==> config.mk <==
export PLATFORM = sky130hd
export DESIGN_NAME = servo_bus_packet_parser
export DESIGN_NICKNAME = d
export VERILOG_FILES = /design/src/hdl/sbpp_pkg.sv /design/src/hdl/sbpp_ram.sv /design/src/hdl/servo_bus_packet_parser.sv
export SDC_FILE = /design/constraint.sdc
export NUM_CORES = 1
export LEC_CHECK = 0
export BUFFER_PORTS_ARGS = -buffer_cell sky130_fd_sc_hd__buf_2
export CAP_MARGIN = 20
export CORE_ASPECT_RATIO = 1.25
export CORE_UTILIZATION = 50
export CTS_CLUSTER_SIZE = 25
export DETAILED_ROUTE_END_ITERATION = 8
export GPL_TIMING_DRIVEN = 0
export HOLD_SLACK_MARGIN = 0.1
export PLACE_DENSITY = 0.69
export SYNTH_ARGS = -nofsm -noshare
export SYNTH_HDL_FRONTEND = slang
export SYNTH_SLANG_ARGS = --single-unit
==> constraint.sdc <==
create_clock -name clk -period 2.5 [get_ports clk]
set_clock_uncertainty 0.15 [all_clocks]
set_input_delay 0.5 -clock clk [delete_from_list [all_inputs] [get_ports clk]]
set_output_delay 0.5 -clock clk [all_outputs]
set_load 0.05 [all_outputs]
==> src/hdl/sbpp_pkg.sv <==
// Shared constants for the servo bus packet parser.
// No dependencies.
package sbpp_pkg;

  // parameter buffer capacity in bytes
  localparam int MAX_PARAMS = 32;
  // store address and parameter count widths
  localparam int IDX_W = (MAX_PARAMS > 1) ? $clog2(MAX_PARAMS) : 1;
  localparam int CNT_W = $clog2(MAX_PARAMS + 1);

  // fixed field widths on the ports
  localparam int BYTE_W  = 8;
  localparam int PCOUNT_W = 6;
  localparam int PINDEX_W = 5;
  localparam int TAKEN_W = 6;

  // header byte value
  localparam logic [BYTE_W-1:0] HDR_BYTE = 8'hFF;

  // result data packing
  localparam int OUT_DATA_W = 40;
  localparam int OUT_USER_W = 2;

endpackage

==> src/hdl/sbpp_ram.sv <==
// Generic single-port-write, single-port-read RAM with registered read.
// No dependencies.
module sbpp_ram #(
  parameter int WIDTH = 8,
  parameter int DEPTH = 32,
  localparam int AW = (DEPTH > 1) ? $clog2(DEPTH) : 1
) (
  input  logic             clk,
  input  logic             we,
  input  logic [AW-1:0]    waddr,
  input  logic [WIDTH-1:0] wdata,
  input  logic             re,
  input  logic [AW-1:0]    raddr,
  output logic [WIDTH-1:0] rdata
);

  logic [WIDTH-1:0] mem [DEPTH];

  // write port
  always_ff @(posedge clk) begin
    if (we) begin
      mem[waddr] <= wdata;
    end
  end

  // registered read, held while not enabled
  always_ff @(posedge clk) begin
    if (re) begin
      rdata <= mem[raddr];
    end
  end

endmodule

==> src/hdl/servo_bus_packet_parser.sv <==
// Top level of the servo bus packet parser: byte framing, checksum and result burst.
// Depends on sbpp_pkg and sbpp_ram.

// Takes one received bus byte per request and parses protocol 1 style frames:
// two 0xFF header bytes, id, length, op byte, length-2 parameter bytes and a
// checksum (inverted 8-bit sum of id, length, op byte and parameters).
// Parameter bytes go into a RAM of MAX_PARAMS bytes. While a frame is being
// parsed one byte is accepted every cycle; the length and checksum bytes wait
// only if the output register is still holding an untaken result. A good
// frame with n parameters is then played out of the RAM as n results, each
// read from the RAM and then loaded into the output register once it is
// free; no bytes are taken during the burst. A good frame with no parameters,
// a bad checksum or a bad length gives a single result with tlast set, the
// last two flagged.
module servo_bus_packet_parser
  import sbpp_pkg::*;
(
  input  logic                  clk,
  input  logic                  rst,
  // input byte stream
  input  logic                  s_axis_tvalid,
  output logic                  s_axis_tready,
  input  logic [BYTE_W-1:0]     s_axis_tdata,   // [7:0] rx_byte
  // result stream
  output logic                  m_axis_tvalid,
  input  logic                  m_axis_tready,
  // [7:0] packet_id, [15:8] op_byte, [21:16] param_count, [26:22] param_index,
  // [34:27] param_value, [39:35] zero
  output logic [OUT_DATA_W-1:0] m_axis_tdata,
  output logic [OUT_USER_W-1:0] m_axis_tuser,   // [0] checksum_good, [1] length_bad
  output logic                  m_axis_tlast
);

  // parser phases
  localparam logic [2:0] PH_HDR1  = 3'd0;
  localparam logic [2:0] PH_HDR2  = 3'd1;
  localparam logic [2:0] PH_ID    = 3'd2;
  localparam logic [2:0] PH_LEN   = 3'd3;
  localparam logic [2:0] PH_OP    = 3'd4;
  localparam logic [2:0] PH_PARAM = 3'd5;
  localparam logic [2:0] PH_CHK   = 3'd6;
  localparam logic [2:0] PH_EMIT  = 3'd7;

  logic [2:0]          phase;
  logic [BYTE_W-1:0]   id_seen;
  logic [BYTE_W-1:0]   length_seen;
  logic [BYTE_W-1:0]   op_seen;
  logic [TAKEN_W-1:0]  bytes_taken;
  logic [BYTE_W-1:0]   running_sum;
  logic [CNT_W-1:0]    emit_idx;
  logic                rd_issued;

  // output register
  logic                out_valid;
  logic [BYTE_W-1:0]   out_id;
  logic [BYTE_W-1:0]   out_op;
  logic [PCOUNT_W-1:0] out_count;
  logic [PINDEX_W-1:0] out_index;
  logic [BYTE_W-1:0]   out_value;
  logic                out_good;
  logic                out_lbad;
  logic                out_last;

  logic                out_free;
  logic                out_load;
  logic                in_acc;
  logic                result_phase;
  logic [BYTE_W-1:0]   sum_next;
  logic                sum_match;
  logic [TAKEN_W-1:0]  taken_next;
  logic                params_done;
  logic                length_bad;
  logic [CNT_W-1:0]    param_n;
  logic                emit_last;
  logic                ram_we;
  logic                ram_re;
  logic [BYTE_W-1:0]   ram_rdata;

  // handshake
  assign out_free      = !out_valid || m_axis_tready;
  assign result_phase  = (phase == PH_LEN) || (phase == PH_CHK);
  assign s_axis_tready = (phase != PH_EMIT) && (out_free || !result_phase);
  assign in_acc        = s_axis_tvalid && s_axis_tready;

  // per-byte datapath
  assign sum_next    = running_sum + s_axis_tdata;
  assign sum_match   = (s_axis_tdata == ~running_sum);
  assign taken_next  = bytes_taken + TAKEN_W'(1);
  assign params_done = ({3'b000, taken_next} + 9'd2) >= {1'b0, length_seen};
  assign length_bad  = (s_axis_tdata < 8'd2) ||
                       ({1'b0, s_axis_tdata} > 9'(MAX_PARAMS + 2));
  assign param_n     = CNT_W'(length_seen - 8'd2);
  assign emit_last   = ({1'b0, emit_idx} + (CNT_W+1)'(1)) == {1'b0, param_n};

  // a new result enters the output register
  assign out_load = (in_acc && (phase == PH_LEN) && length_bad) ||
                    (in_acc && (phase == PH_CHK) && !(sum_match && (param_n != '0))) ||
                    ((phase == PH_EMIT) && rd_issued && out_free);

  // parameter store access
  assign ram_we = in_acc && (phase == PH_PARAM) &&
                  ({1'b0, bytes_taken} < 7'(MAX_PARAMS));
  assign ram_re = (phase == PH_EMIT) && !rd_issued;

  sbpp_ram #(
    .WIDTH (BYTE_W),
    .DEPTH (MAX_PARAMS)
  ) u_param_ram (
    .clk   (clk),
    .we    (ram_we),
    .waddr (bytes_taken[IDX_W-1:0]),
    .wdata (s_axis_tdata),
    .re    (ram_re),
    .raddr (emit_idx[IDX_W-1:0]),
    .rdata (ram_rdata)
  );

  // parser control and frame fields
  always_ff @(posedge clk) begin
    if (rst) begin
      phase       <= PH_HDR1;
      id_seen     <= '0;
      length_seen <= '0;
      op_seen     <= '0;
      bytes_taken <= '0;
      running_sum <= '0;
      emit_idx    <= '0;
      rd_issued   <= 1'b0;
      out_valid   <= 1'b0;
    end else begin
      // output register occupancy
      if (out_load) begin
        out_valid <= 1'b1;
      end else if (out_valid && m_axis_tready) begin
        out_valid <= 1'b0;
      end
      if (in_acc) begin
        case (phase)
          PH_HDR2: begin
            phase <= (s_axis_tdata == HDR_BYTE) ? PH_ID : PH_HDR1;
          end
          PH_ID: begin
            id_seen     <= s_axis_tdata;
            running_sum <= s_axis_tdata;
            phase       <= PH_LEN;
          end
          PH_LEN: begin
            length_seen <= s_axis_tdata;
            if (length_bad) begin
              op_seen   <= '0;
              phase     <= PH_HDR1;
            end else begin
              running_sum <= sum_next;
              bytes_taken <= '0;
              phase       <= PH_OP;
            end
          end
          PH_OP: begin
            op_seen     <= s_axis_tdata;
            running_sum <= sum_next;
            phase       <= (length_seen > 8'd2) ? PH_PARAM : PH_CHK;
          end
          PH_PARAM: begin
            bytes_taken <= taken_next;
            running_sum <= sum_next;
            if (params_done) begin
              phase <= PH_CHK;
            end
          end
          PH_CHK: begin
            if (sum_match && (param_n != '0)) begin
              phase     <= PH_EMIT;
              emit_idx  <= '0;
              rd_issued <= 1'b0;
            end else begin
              phase     <= PH_HDR1;
            end
          end
          default: begin
            phase <= (s_axis_tdata == HDR_BYTE) ? PH_HDR2 : PH_HDR1;
          end
        endcase
      end
      // parameter burst: read one entry, then load it into the output register
      if (phase == PH_EMIT) begin
        if (!rd_issued) begin
          rd_issued <= 1'b1;
        end else if (out_free) begin
          rd_issued <= 1'b0;
          emit_idx  <= emit_idx + CNT_W'(1);
          if (emit_last) begin
            phase <= PH_HDR1;
          end
        end
      end
    end
  end

  // output payload
  always_ff @(posedge clk) begin
    if (in_acc && (phase == PH_LEN) && length_bad) begin
      out_id    <= id_seen;
      out_op    <= '0;
      out_count <= '0;
      out_index <= '0;
      out_value <= '0;
      out_good  <= 1'b0;
      out_lbad  <= 1'b1;
      out_last  <= 1'b1;
    end else if (in_acc && (phase == PH_CHK)) begin
      out_id    <= id_seen;
      out_op    <= op_seen;
      out_count <= PCOUNT_W'(param_n);
      out_index <= '0;
      out_value <= '0;
      out_good  <= sum_match;
      out_lbad  <= 1'b0;
      out_last  <= 1'b1;
    end else if ((phase == PH_EMIT) && rd_issued && out_free) begin
      out_id    <= id_seen;
      out_op    <= op_seen;
      out_count <= PCOUNT_W'(param_n);
      out_index <= PINDEX_W'(emit_idx);
      out_value <= ram_rdata;
      out_good  <= 1'b1;
      out_lbad  <= 1'b0;
      out_last  <= emit_last;
    end
  end

  // port packing
  assign m_axis_tvalid = out_valid;
  assign m_axis_tdata  = {5'b00000, out_value, out_index, out_count, out_op, out_id};
  assign m_axis_tuser  = {out_lbad, out_good};
  assign m_axis_tlast  = out_last;

endmodule

# == Word-level counts from Yosys, hierarchy flattened ==
# Memories as Yosys holds them, arrays and structs flattened. A register that Yosys moved wholly into a read port is not among the register bits.
# Cells that the tools add are included.
# word_totals
mem_count,1
inputBits,12
romBits,0
elab_cells,125
ramBits,256
latch_bits,0
ff_bits,87
# op_classes
n_reduce_logical,37
n_mux,45
add_sub_neg,6
n_lt_le_gt_ge,5
n_div,0
mul,0
eq_ne,13
shift,0
bitwise,1
# memory_table
name,depth,word_bits,rd,rd_clocked_by_memory_dff,write_ports,line_no,source
u_param_ram.mem,32,8,1,1,1,sbpp_ram.sv:17,logic [WIDTH-1:0] mem [DEPTH];
# ops
op,count
$mux W8,7
$mux W6,9
$mux W3,8
$pmux W8 S3,1
$pmux W3 S6,1
$pmux W8 S2,1
$mux W1,15
$logic_and A1 B1 Y1,13
$add A6 B1 Y6 const B,2
$eq A3 B3 Y1 const B,4
$pmux W6 S2,1
$reduce_and A3 Y1,3
$add A8 B8 Y8,1
$eq A8 B8 Y1,1
$eq A8 B8 Y1 const B,1
$ge A7 B8 Y1,1
$gt A8 B2 Y1 const B,1
$gt A8 B6 Y1 const B,1
$lt A8 B2 Y1 const B,1
$not A8 Y8,1
$reduce_bool A2 Y1,4
$add A6 B1 Y7 const B,1
$add A6 B2 Y7 const B,1
$eq A7 B6 Y1,1
other kinds (13),27

# == Depth between registers and ports, before layout ==
# Gate-level depths: netlist of the first run.
# depth
ltp_word,11
depth_mapped,13

# == By module ==
# A second synthesis of the first run with hierarchy kept.
# unflattened
hier_cells,946
hier_area_um2,14669.1
# modules_own_cells
module,instances,cells_each,area_each_um2
sbpp_ram,1,417,10133.5
servo_bus_packet_parser,1,529,4535.6

# == Least setup slack after synthesis of the first run ==
# Ideal clock, no wire load.
# synth_timing
path_kind,reg-to-reg
start,reg bytes_taken[0]
end,reg phase[0]
period_less_slack_ps,2686
setup_ps,86
arrival_time_ps,2451
path_stages_with_launch,13
t_required_ps,2264
n_path_buf,0
path_slack_ps,-186
path_cell_list,dfxtp_1 -> inv_1 -> ha_1 -> ha_1 -> nand2_1 -> xor2_1 -> ha_1 -> and4b_1 -> o2bb2ai_1 -> a31oi_1 -> o221a_2 -> a21oi_1 -> a211oi_1
# synth_via
elab_chain_len,10
# synth_lines
item,line_no,source
"start, declared",servo_bus_packet_parser.sv:48,logic [TAKEN_W-1:0] bytes_taken;
"start signal, assigned",servo_bus_packet_parser.sv:164,bytes_taken <= taken_next;
$add A6 B1 Y6 *,servo_bus_packet_parser.sv:88,assign taken_next = bytes_taken + TAKEN_W'(1);
$add A6 B2 Y7 *,servo_bus_packet_parser.sv:89,"assign params_done = ({3'b000, taken_next} + 9'd2) >= {1'b0, length_seen};"
$ge A7 B8 Y1 *,servo_bus_packet_parser.sv:89,
$mux W3 *,servo_bus_packet_parser.sv:166,if (params_done) begin
$pmux W3 S6 *,servo_bus_packet_parser.sv:138,case (phase)
$mux W3 *,servo_bus_packet_parser.sv:137,if (in_acc) begin
$mux W3,servo_bus_packet_parser.sv:191,if (emit_last) begin
$mux W3,servo_bus_packet_parser.sv:188,end else if (out_free) begin
$mux W3,servo_bus_packet_parser.sv:186,if (!rd_issued) begin
$mux W3 *,servo_bus_packet_parser.sv:185,if (phase == PH_EMIT) begin
"end signal, assigned",servo_bus_packet_parser.sv:140,phase <= (s_axis_tdata == HDR_BYTE) ? PH_ID : PH_HDR1;
"end signal, assigned",servo_bus_packet_parser.sv:161,phase <= (length_seen > 8'd2) ? PH_PARAM : PH_CHK;
"end signal, assigned",servo_bus_packet_parser.sv:180,phase <= (s_axis_tdata == HDR_BYTE) ? PH_HDR2 : PH_HDR1;
"end, declared",servo_bus_packet_parser.sv:44,logic [2:0] phase;
# Mark *: on every way between the ends. The rest lies on a longest branch, timed or not.
# A chain may end at the register's enable or synchronous reset.

# == Worst setup path in the final report of the first run ==
# Same ends and word-level chain as after synthesis.

==> results of run 1 <==
stage by stage:
step                      setup TNS (ns)  cells  hold slack (ns)
after floorplan                 -0.00880    943            0.252
after global placement           -177.45   1383            0.275
after detailed placement         -176.38   1383            0.269
after CTS                         -0.453   1467            0.198
after global routing               -1.27   1482            0.217
final                             -0.515   1482            0.204
Yosys cell counts, types with 5 or more instances:
master / n
a211oi_1: 12
a21oi_1: 50
a31oi_1: 7
buf_1: 5
buf_2: 14
buf_4: 8
clkbuf_1: 26
dfxtp_1: 79
edfxtp_1: 272
ha_1: 22
inv_1: 19
mux2_2: 8
mux2i_1: 20
mux4_1: 7
mux4_2: 73
nand2_1: 78
nand3_1: 21
nor2_1: 92
nor2b_1: 9
nor3_1: 13
o21ai_0: 14
xnor2_1: 8
xor2_1: 13
metal layers:
metal	track usage, %	vias up	wire [microns]
li1	-	3864	-
met4	7.16	0	801
met3	3.39	47	1690
met5	0	-	0
met1	29.3	4377	13500
met2	40.4	250	17700
worst min path at each step:
stage          slack (ns)  cells after the start                    start                   to
2_1_floorplan        0.25                      0  id_seen[7]$_SDFFE_PP0P_  out_id[7]$_DFFE_PP_
3_3_place_gp         0.28                      0  id_seen[6]$_SDFFE_PP0P_  out_id[6]$_DFFE_PP_
3_5_place_dp         0.27                      0  id_seen[6]$_SDFFE_PP0P_  out_id[6]$_DFFE_PP_
4_1_cts              0.20                      3            s_axis_tvalid  phase[1]$_SDFF_PP0_
5_1_grt              0.22                      3            s_axis_tvalid  phase[1]$_SDFF_PP0_
6_report             0.20                      3            s_axis_tvalid  phase[1]$_SDFF_PP0_
layout by cell type, fill, tap and decap left out, types with 19 or more instances in the layout:
cell type	instances
nor2_1	56
mux4_2	78
nor2_4	34
dfxtp_1	74
nand2_1	72
clkbuf_16	35
buf_2	50
a21oi_1	49
buf_4	34
edfxtp_1	272
nand3_1	19
mux2i_1	20
sequential cells by signal, indices dropped and copies added, names as in the netlist, 8 cells and up:
name,flops
id_seen,8
u_param_ram.mem,256
u_param_ram.rdata,8
length_seen,8
running_sum,8
out_value,8
out_id,8
op_seen,8
out_op,8
what timing repair did:
action / CTS / global route
endpoints found under the hold margin: 1 / 0
pin swaps: 8 / 26
cloned: 3 / 0
setup buffers: 17 / 16
endpoints found under the setup margin: 307 / 283
gates resized for setup: 158 / 31
hold buffers: 1 / 0
layout make-up:
class,instances,area (sq um)
fillers,2049,11000
inverters,19,76.3
multi-input cells,516,4960
clock buffers,42,922
plain buffers,56,425
flip-flops and latches,351,9760
clock inverters,21,179
repair buffers,87,797
well taps,390,488
power groups by stage:
stage	clock, uW	sequential (uW)	combinational [uW]
after floorplan	0	6390	64.3
after global placement	0	6390	173
after detailed placement	0	6390	179
after CTS	5120	6270	186
after global routing	5340	6260	201
final	5060	6260	186
logic make-up (layout without fill, tap and decap cells):
family                   Yosys count  in the layout  synth area share, %
AO/OA/AOI/OAI                    114            114                 5.18
XOR/XNOR                          21             21                 1.26
adder cells (fa/ha/maj)           24             24                 2.10
buffers and inverters             76            225                 2.54
flip-flops                       351            351                 66.9
multiplexers                     108            108                 14.5
other                              1              5               0.0257
AND/OR/NAND/NOR                  244            244                 7.45
worst max-delay path, stage by stage (launching register included):
cell	delay [ns]
dfxtp_4	0.42
ha_4	0.16
nand3_4	0.08
xor2_4	0.16
nor2_2	0.14
nand2_2	0.08
xor2_2	0.14
ha_1	0.32
and4b_1	0.21
o2bb2ai_1	0.12
a31oi_1	0.21
o221a_2	0.23
a21oi_2	0.04
a211oi_2	0.21
==> summary.md, run 1 <==
| Metric | Value |
|---|---|
| Run status | `finished, violations left` |
| Failing checks | `setup timing` |
| GRT overflow | `0` |
| Clk network pwr share | `a little over two fifths` |
| Routability cong. | `about 0.84` |
| NetSw | `~2300 uW` |
| Initial Util | `51.0%` |
| CTS tree | `yes` |
| Period minus WS final | `2.74 ns` |
| R2R depth | `13` |
| Logic gate share of total power | `1.6%` |
| Share of layout cells above drive strength 1 | `31.4%` |
| DR WL/cell | `22.7 microns` |
| Vias in the first global route | `between 8000 and 9000` |
| Setup repair after global routing missed its margin | `yes` |
| CP endpoint | `phase[0]$_SDFF_PP0_` |
| Clk pin slew, worst setup/hold paths | `0.06 ns` |
| Design Power | `11500 uW` |
| PwrDens | `roughly 650 nW/um^2` |
| Main area contributors after synthesis | `edfxtp_1 (56%), mux4_2 (11%), dfxtp_1 (11%)` |
| Core area | `28600 sq um` |
| Synth warnings | `0` |
| Origin of the critical flop-to-flop path | `bytes_taken[0]$_SDFFE_PP0P_` |
| Static Leak | `0.00579 uW` |
| Placed cell areas | `around 15000 sq um` |
| Slew Viols, Final | `0` |
| CP required | `between 2 and 3 ns` |
| Post-synth ARST share | `0%` |
| DRT iter0 DRCs | `~620` |
| H-Tree Depth | `2` |
| First-pass iteration count of the detailed router | `5` |
| Clock latency on the worst-skew pair | `0.52 ns` |
| Via count | `8538` |
| Ys flop type | `edfxtp_1` |
| CP arrival | `3.04 ns` |
| HP Class | `input pin to flop` |
| Global Route Usage Sum | `between 20% and 30%` |
| Ports | `57` |
| Number of max-cap violations | `0` |
| # diodes | `0` |
| Crit-path max FO | `6` |
| TritonCTS buffer count | `35` |
| Final worst setup slack | `-0.244 ns` |
| Fin. Hold Viols | `0` |
| Nets | `1101` |
| Setup crit end kind | `flop` |
| Port bufs | `50` |
| Routed WL | `33700 microns` |
| Cells after synthesis | `939` |
| Row count | `69` |
| Cell internal pwr | `roughly 9200 uW` |
| DRC errors left | `0` |
| First-pass GRT wire length | `50200 microns` |
| Mapped Avg Cell Area | `~16 sq um` |
| Least-Margin Pin Slew | `0.973 ns` |
| Post-route cell area | `17600 sq um` |
| Crit path from | `bytes_taken[0]$_SDFFE_PP0P_` |
| Routed Antenna Nets | `0` |
| Hpwl dp | `21200 microns` |
| Synth top area share | `~56%` |
| Die area | `29800 sq um` |
| R2R Setup Slk | `-0.24 ns` |
| Num Clock Sinks | `351` |
| Mapped Area | `14600 sq um` |
| Via/cell ratio | `5.76` |
| Root buf cell | `clkbuf_16` |
| Area Growth Syn to Fin | `20.9%` |
| Place WS | `-0.893 ns` |
| Final core occ | `between 60% and 70%` |
| CTS Buffer Depth | `3` |
| WS Path Type | `flop to flop` |
| Reg power frac | `between 50% and 60%` |
| Sequential share of the synthesized area | `approximately two thirds` |
| CP Launch Type | `flop` |
| Largest net degree at the start of global routing | `41` |
| Fmax | `0.364 GHz` |
| Width of the chip | `155 microns` |
| Crit share post-route | `110%` |
| Initial antenna violation count | `0` |
| Net Sw Frac | `approximately a fifth` |
| Synth unique cells | `62` |
| Final number of setup-violating endpoints | `8` |
| Die Height | `193 microns` |
| Slew margin rel. | `35.0%` |
| Reg2reg end | `phase[0]$_SDFF_PP0_` |
| Worst VDD drop | `about 370 uV` |
| Register bit total from synthesis | `351` |
| Post-synth EDFFs | `272` |
| Synth area leader | `edfxtp_1` |
Power figures use the tool's default switching activity.
==> inputs of run 2 (changes only) <==
--- a/config.mk
+++ b/config.mk
@@ -9,11 +9,12 @@
 export CAP_MARGIN = 20
 export CORE_ASPECT_RATIO = 1.25
 export CORE_UTILIZATION = 50
-export CTS_CLUSTER_SIZE = 25
+export CTS_CLUSTER_SIZE = 12
 export DETAILED_ROUTE_END_ITERATION = 8
 export GPL_TIMING_DRIVEN = 0
 export HOLD_SLACK_MARGIN = 0.1
 export PLACE_DENSITY = 0.69
+export SKIP_CTS_REPAIR_TIMING = 1
 export SYNTH_ARGS = -nofsm -noshare
 export SYNTH_HDL_FRONTEND = slang
 export SYNTH_SLANG_ARGS = --single-unit
==> run 2 against run 1 <==
Compared with the run above:
- the flow still finishes with violations (setup timing)
- clock-buffer cell count increased by 13
- flip-flop and latch count stayed put
- clock power hardly changed
- critical path type unchanged
- critical path depth stayed put
- setup slack got worse by 0.0071 ns
- via count increased by 0.49%
- hold slack got worse by 0.11 ns
- sequential share of layout area is 0.34 points higher
- largest cell class unchanged
- combinational power is essentially flat
- first-iteration DRC count down 3.2%
- non-clock buffer count fell by 6
==> summary.md, run 2 (synthesis results as in run 1) <==
| Metric | Value |
|---|---|
| Fmax | `0.363 GHz (was 0.364 GHz)` |
| HP Class | `input pin to flop (unchanged)` |
| Most frequent cells in the layout | `edfxtp_1 (272), mux4_2 (78), dfxtp_1 (73) (was edfxtp_1 (272), mux4_2 (78), dfxtp_1 (74))` |
| Reg power frac | `54.6% (was 54.4%)` |
| TritonCTS buffer count | `36 (was 35)` |
| Cell internal pwr | `9200 uW (was 9170 uW)` |
| Setup crit end kind | `flop (unchanged)` |
| Setup repair after global routing missed its margin | `yes (unchanged)` |
| Most common cell after layout, fill and taps aside | `edfxtp_1 (unchanged)` |
| Root buf cell | `clkbuf_16 (unchanged)` |
| CP required | `2.80 ns (about the same)` |
| Final core occ | `61.3% (was 61.6%)` |
| Filler Cell Count | `2073 (was 2049)` |
| Vias in the first global route | `8210 (was 8380)` |
| Final number of setup-violating endpoints | `18 (was 8)` |
| Global Route Usage Sum | `22.4% (was 22.9%)` |
| Via/cell ratio | `5.82 (was 5.76)` |
| Crit-path max FO | `6 (unchanged)` |
| DR WL/cell | `22.8 microns (was 22.7 microns)` |
| Initial antenna violation count | `0 (unchanged)` |
| DRT iter0 DRCs | `603 (was 623)` |
| CP arrival | `3.05 ns (was 3.04 ns)` |
| Routed Antenna Nets | `0 (unchanged)` |
| Worst VDD drop | `416 uV (was 371 uV)` |
| PwrDens | `656 nW/um^2 (was 653 nW/um^2)` |
| Run status | `finished, violations left (unchanged)` |
| Setup TNS | `-0.887 ns (was -0.515 ns)` |
| Clock latency on the worst-skew pair | `0.53 ns (was 0.52 ns)` |
| First-pass iteration count of the detailed router | `5 (unchanged)` |
| Slew Viols, Final | `0 (unchanged)` |
| Crit share post-route | `110% (about the same)` |
| Reg with most FFs | `u_param_ram.mem (unchanged)` |
| Initial Util | `51.0% (unchanged)` |
| Width of the chip | `155 microns (unchanged)` |
| Number of max-cap violations | `0 (unchanged)` |
| CP max stage cell | `dfxtp_4 (unchanged)` |
| Nets | `1096 (was 1101)` |
| Slowest stage delay, CP | `0.41 ns (was 0.42 ns)` |
| Clk network pwr share | `43.8% (was 44.0%)` |
| Core area | `28600 sq um (unchanged)` |
| Port bufs | `50 (unchanged)` |
| CP Launch Type | `flop (unchanged)` |
| Clk pin slew, worst setup/hold paths | `0.06 ns (about the same)` |
| Final worst setup slack | `-0.251 ns (was -0.244 ns)` |
| Placed cell areas | `15400 sq um (unchanged)` |
| NetSw | `2280 uW (was 2340 uW)` |
| Number of flip-flops in the largest register | `256 (unchanged)` |
| Logic gate share of total power | `1.6% (about the same)` |
| # diodes | `0 (unchanged)` |
| R2R Setup Slk | `-0.25 ns (was -0.24 ns)` |
| Worst hold slack | `0.0919 ns (was 0.204 ns)` |
| Via count | `8580 (was 8538)` |
| GRT overflow | `0 (unchanged)` |
| Num Clock Sinks | `351 (unchanged)` |
| Net Sw Frac | `19.9% (was 20.3%)` |
| First-pass GRT wire length | `48600 microns (was 50200 microns)` |
| Area Growth Syn to Fin | `20.2% (was 20.9%)` |
| Failing checks | `setup timing (unchanged)` |
| Post-route cell area | `17500 sq um (was 17600 sq um)` |
| Routability cong. | `0.835 (unchanged)` |
| CTS Buffer Depth | `3 (unchanged)` |
| Hpwl dp | `21200 microns (unchanged)` |
| DRC errors left | `0 (unchanged)` |
| Fin. Hold Viols | `0 (unchanged)` |
| Least-Margin Pin Slew | `0.952 ns (was 0.973 ns)` |
| Ports | `57 (unchanged)` |
| Row count | `69 (unchanged)` |
| CTS tree | `yes (unchanged)` |
| Period minus WS final | `2.75 ns (was 2.74 ns)` |
| Worst-path cell chain | `ha_4, nand3_4, xor2_4, nor2_2, nand2_2, xor2_2, ha_1, and4b_1, o2bb2ai_1, a31oi_1, o221a_2, a21oi_2, a211oi_2 (unchanged)` |
| H-Tree Depth | `2 (unchanged)` |
| Die area | `29800 sq um (unchanged)` |
| Share of layout cells above drive strength 1 | `30.6% (was 31.4%)` |
| WS Path Type | `flop to flop (unchanged)` |
| Routed WL | `33600 microns (was 33700 microns)` |
| Static Leak | `0.00574 uW (was 0.00579 uW)` |
| Slew margin rel. | `36.4% (was 35.0%)` |
| Die Height | `193 microns (unchanged)` |
| Largest net degree at the start of global routing | `41 (unchanged)` |
run 2: cell types whose count changed in the layout (fill, tap and decap cells not counted), moves of 2 or more:
cell / change
clkbuf_1: +12
buf_4: -9
buf_6: +4
clkbuf_4: +4
clkbuf_8: -4
clkinv_1: -4
buf_16: -3
clkbuf_16: +3
clkbuf_2: +2
clkinv_2: -2
clkinv_4: -2
clkinvlp_4: -2
run 2: power groups by stage:
stage,combinational [uW],sequential [uW],clock [uW]
2_1_floorplan,64.3,6390,0
3_3_place_gp,173,6390,0
3_5_place_dp,179,6390,0
4_1_cts,179,6270,5090
5_1_grt,201,6260,5330
6_report,186,6270,5030
run 2: critical path, delay by kind of cell (launching register included):
family | cells | cell delay [ns]
AO/OA/AOI/OAI | 5 | 0.80
XOR/XNOR | 2 | 0.31
adder cells (fa/ha/maj) | 2 | 0.48
flip-flops | 1 | 0.41
AND/OR/NAND/NOR | 4 | 0.52
run 2: metrics by stage:
| stage | power, uW | cells | worst slack, ns |
|---|---|---|---|
| 2_1_floorplan | 6460 | 943 | -0.00880 |
| 3_3_place_gp | 6570 | 1383 | -0.803 |
| 3_5_place_dp | 6570 | 1383 | -0.893 |
| 4_1_cts | 11500 | 1445 | -0.759 |
| 5_1_grt | 11800 | 1475 | -0.405 |
| 6_report | 11500 | 1475 | -0.251 |
run 2: area by class of cell:
| class | count | area, sq um | share of cell area [%] |
|---|---|---|---|
| multi-input cells | 516 | 4980 | 28.5 |
| well taps | 390 | 488 | 2.79 |
| clock inverters | 7 | 66.3 | 0.379 |
| flip-flops and latches | 351 | 9760 | 55.8 |
| clock buffers | 55 | 1010 | 5.79 |
| repair buffers | 80 | 713 | 4.07 |
| inverters | 19 | 73.8 | 0.422 |
| plain buffers | 57 | 407 | 2.32 |
run 2: metal layers:
layer,vias to the layer above,share of wire [%],GRT usage (%)
met2,269,51,38.4
met1,4394,40,28.1
met5,-,0,0
met4,0,3.3,9.25
li1,3851,-,-
met3,66,5.7,4.15
run 2: path summary, 6_finish.rpt:
kind | start | to | depth (start not counted)
min | s_axis_tvalid | phase[2]$_SDFF_PP0_ | 2
min reg2reg | id_seen[6]$_SDFFE_PP0P_ | out_id[6]$_DFFE_PP_ | 0
max | bytes_taken[1]$_SDFFE_PP0P_ | phase[0]$_SDFF_PP0_ | 13
max reg2reg | bytes_taken[1]$_SDFFE_PP0P_ | phase[0]$_SDFF_PP0_ | 13
==> inputs of run 3 (changes only) <==
--- a/config.mk
+++ b/config.mk
@@ -17,4 +17,5 @@
 export SKIP_CTS_REPAIR_TIMING = 1
 export SYNTH_ARGS = -nofsm -noshare
 export SYNTH_HDL_FRONTEND = slang
+export SYNTH_HIERARCHICAL = 1
 export SYNTH_SLANG_ARGS = --single-unit
==> run 3 against run 2 <==
Compared with the run above:
- the run still ends with setup timing left
- sequential share of layout area barely moved
- via count fell by 1.6%
- die area rose by 0.67%
- setup slack improved by 0.17 ns
- fmax rose by 6.7%
- flip-flop and latch count did not move
- non-clock buffer count fell by 1
- critical endpoint is now u_param_ram/rdata[6]$_DFFE_PP_
- largest power group unchanged
==> summary.md, run 3 <==
| Metric | Value |
|---|---|
| CP arrival | `2.69 ns (was 3.05 ns)` |
| First-pass iteration count of the detailed router | `5 (unchanged)` |
| CP required | `2.61 ns (was 2.80 ns)` |
| Worst-path cell chain | `buf_12, clkbuf_16, mux4_2, mux4_2, mux2_4 (was ha_4, nand3_4, xor2_4, nor2_2, nand2_2, xor2_2, ha_1, and4b_1, o2bb2ai_1, a31oi_1, o221a_2, a21oi_2, a211oi_2)` |
| Fin. Hold Viols | `0 (unchanged)` |
| CP most frequent cell | `mux4_2` |
| Net Sw Frac | `19.9% (about the same)` |
| Slew margin rel. | `43.5% (was 36.4%)` |
| Mapped Avg Cell Area | `15.5 sq um (about the same)` |
| Setup crit end kind | `flop (unchanged)` |
| Origin of the critical flop-to-flop path | `emit_idx[0]$_SDFF_PP0_ (was bytes_taken[1]$_SDFFE_PP0P_)` |
| Die Height | `194 microns (was 193 microns)` |
| Clock latency on the worst-skew pair | `0.52 ns (was 0.53 ns)` |
| Main area contributors after synthesis | `edfxtp_1 (56%), mux4_2 (12%), dfxtp_1 (11%) (was edfxtp_1 (56%), mux4_2 (11%), dfxtp_1 (11%))` |
| Largest net degree at the start of global routing | `41 (unchanged)` |
| Routability cong. | `0.902 (was 0.835)` |
| Met2 Resource Use GR | `37.1% (was 38.4%)` |
| Worst hold slack | `0.151 ns (was 0.0919 ns)` |
| Routed Antenna Nets | `0 (unchanged)` |
| Final core occ | `61.1% (was 61.3%)` |
| CP Launch Type | `flop (unchanged)` |
| TritonCTS buffer count | `36 (unchanged)` |
| Period minus WS final | `2.58 ns (was 2.75 ns)` |
| GRT overflow | `0 (unchanged)` |
| Synth area leader | `edfxtp_1 (unchanged)` |
| WS Path Type | `flop to flop (unchanged)` |
| Ports | `57 (unchanged)` |
| Met1 Usage GRT | `26.2% (was 28.1%)` |
| Crit share post-route | `103% (was 110%)` |
| Ys flop type | `edfxtp_1 (unchanged)` |
| Clk pin slew, worst setup/hold paths | `0.06 ns (about the same)` |
| Hold Path Stages | `3 (was 2)` |
| Grt met3 use | `3.20% (was 4.15%)` |
| Fin cells | `1477 (was 1475)` |
| Width of the chip | `155 microns (about the same)` |
| Logic gate share of total power | `2.0% (was 1.6%)` |
| Sequential share of the synthesized area | `66.5% (was 66.9%)` |
| Initial antenna violation count | `0 (unchanged)` |
| Post-synth EDFFs | `272 (unchanged)` |
| DR WL/cell | `22.1 microns (was 22.8 microns)` |
| Register area | `9770 sq um (was 9760 sq um)` |
| Final worst setup slack | `-0.0791 ns (was -0.251 ns)` |
| Most common cell after layout, fill and taps aside | `edfxtp_1 (unchanged)` |
| Initial Util | `51.2% (was 51.0%)` |
| Failing checks | `setup timing (unchanged)` |
| Slowest stage delay, CP | `0.53 ns (was 0.41 ns)` |
| Most common cell in the netlist | `edfxtp_1 (unchanged)` |
| Slew Viols, Final | `0 (unchanged)` |
| Post-synth ARST share | `0% (unchanged)` |
| # diodes | `0 (unchanged)` |
| CTS Buffer Depth | `3 (unchanged)` |
| Reg with most FFs | `u_param_ram/mem (was u_param_ram.mem)` |
| GRT busiest layer | `met2 (unchanged)` |
| Cells after synthesis | `946 (was 939)` |
| Root buf cell | `clkbuf_16 (unchanged)` |
| Reg power frac | `54.7% (was 54.6%)` |
| Area Growth Syn to Fin | `19.4% (was 20.2%)` |
| Design Power | `11500 uW (about the same)` |
| Global Route Usage Sum | `21.2% (was 22.4%)` |
| Fmax | `0.388 GHz (was 0.363 GHz)` |
| Filler Cell Count | `2119 (was 2073)` |
| Static Leak | `0.00564 uW (was 0.00574 uW)` |
| Least-Margin Pin Slew | `0.842 ns (was 0.952 ns)` |
| Mapped Area | `14700 sq um (was 14600 sq um)` |
| Via/cell ratio | `5.71 (was 5.82)` |
| DRT iter0 DRCs | `569 (was 603)` |
| Nets | `1101 (was 1096)` |
| Place WS | `-1.07 ns (was -0.893 ns)` |
| Crit path from | `emit_idx[0]$_SDFF_PP0_ (was bytes_taken[1]$_SDFFE_PP0P_)` |
| Top post-synthesis cells by count | `edfxtp_1 (272), nor2_1 (97), mux4_2 (80) (was edfxtp_1 (272), nor2_1 (92), dfxtp_1 (79))` |
| CTS tree | `yes (unchanged)` |
| PwrDens | `655 nW/um^2 (was 656 nW/um^2)` |
| Placed cell count | `1391 (was 1383)` |
| Routed WL | `32700 microns (was 33600 microns)` |
| Final number of setup-violating endpoints | `9 (was 18)` |
| HP Class | `input pin to flop (unchanged)` |
| Via count | `8439 (was 8580)` |
| Cell internal pwr | `9190 uW (was 9200 uW)` |
| Hpwl dp | `21000 microns (was 21200 microns)` |
| Setup repair after global routing missed its margin | `yes (unchanged)` |
| R2R depth | `5 (was 13)` |
| CP max stage cell | `mux4_2 (was dfxtp_4)` |
| H-Tree Depth | `2 (unchanged)` |
| NetSw | `2280 uW (about the same)` |
| First-pass GRT wire length | `48000 microns (was 48600 microns)` |
| Synth unique cells | `61 (was 62)` |
| Die area | `30000 sq um (was 29800 sq um)` |
| Clk network pwr share | `43.3% (was 43.8%)` |
| Worst VDD drop | `551 uV (was 416 uV)` |
| Row count | `69 (unchanged)` |
| Number of max-cap violations | `0 (unchanged)` |
| Share of layout cells above drive strength 1 | `32.3% (was 30.6%)` |
| Footprint of the multi-input gates | `5040 sq um (was 4980 sq um)` |
| Vias in the first global route | `8471 (was 8210)` |
| Number of flip-flops in the largest register | `256 (unchanged)` |
| DRC errors left | `0 (unchanged)` |
| Crit-path max FO | `8 (was 6)` |
| Num Clock Sinks | `351 (unchanged)` |
| Port bufs | `51 (was 50)` |
| Core area | `28700 sq um (was 28600 sq um)` |
| Most frequent cells in the layout | `edfxtp_1 (272), mux4_2 (80), nand2_1 (72) (was edfxtp_1 (272), mux4_2 (78), dfxtp_1 (73))` |
| Worst Hold Launch | `rst (was s_axis_tvalid)` |
| Synth top area share | `55.7% (was 56.1%)` |
| Run status | `finished, violations left (unchanged)` |
| Register bit total from synthesis | `351 (unchanged)` |
| Synth warnings | `6 (was 0)` |
## run 3: cell count changes in the layout (fill, tap and decap cells not counted), sizes merged, moves of 4 or more
cell    delta
mux2i      +4
nor2       +8
a31oi      -4
nand2      -5
clkbuf     -8
ha         -4
nand3b     +4
nand4      +4
## run 3: metal layers
layer	vias to the layer above	wire length, microns
li1	3861	-
met4	0	920
met3	59	1520
met2	268	17500
met5	-	0
met1	4251	12800
## run 3: cell families (layout without fill, tap and decap cells)
| logic type | after synthesis | after routing | share of synthesized area, % |
|---|---|---|---|
| AOI/OAI and AO/OA | 111 | 111 | 5.03 |
| xor gates and xnor gates | 22 | 22 | 1.41 |
| adders and majority gates | 19 | 19 | 1.67 |
| buffers and inverters | 72 | 209 | 2.58 |
| DFF | 351 | 351 | 66.5 |
| muxes | 112 | 112 | 14.5 |
| other | 1 | 5 | 0.0256 |
| and+or+nand+nor | 258 | 258 | 8.28 |
## run 3: stage by stage
| stage | setup TNS [ns] | instance area, sq um |
|---|---|---|
| finish | -0.619 | 17500 |
| global route | -10.14 | 17500 |
| CTS | -162.88 | 16500 |
| detailed placement | -182.90 | 15400 |
| global placement | -167.82 | 15400 |
| floorplan | -7.74 | 14700 |
## run 3: worst max-delay path: cells and delay by family, from the launching register on
kind                   cells  cell delay [ns]
buffers and inverters      2             0.38
muxes                      3             1.36
DFF                        1             0.43
## run 3: cell type report
type / count / area share, %
Buffer: 53 / 2.57
Clock buffer: 51 / 5.71
Clock inverter: 4 / 0.314
Inverter: 18 / 0.386
Multi-Input combinational cell: 527 / 28.8
Sequential cell: 351 / 55.8
Tap cell: 390 / 2.79
Timing Repair Buffer: 83 / 3.65
## run 3: final timing paths
check             slack, ns                             end
hold reg to reg        0.28             out_id[5]$_DFFE_PP_
setup reg to reg      -0.08  u_param_ram/rdata[6]$_DFFE_PP_
hold / removal         0.15             phase[0]$_SDFF_PP0_
setup / recovery      -0.08  u_param_ram/rdata[6]$_DFFE_PP_
## run 3: power groups by stage
stage / clock network [uW] / registers [uW] / logic [uW]
finish: 4960 / 6270 / 235
global route: 5270 / 6270 / 255
CTS: 5050 / 6280 / 229
detailed placement: 0 / 6410 / 229
global placement: 0 / 6410 / 221
floorplan: 0 / 6430 / 84.2
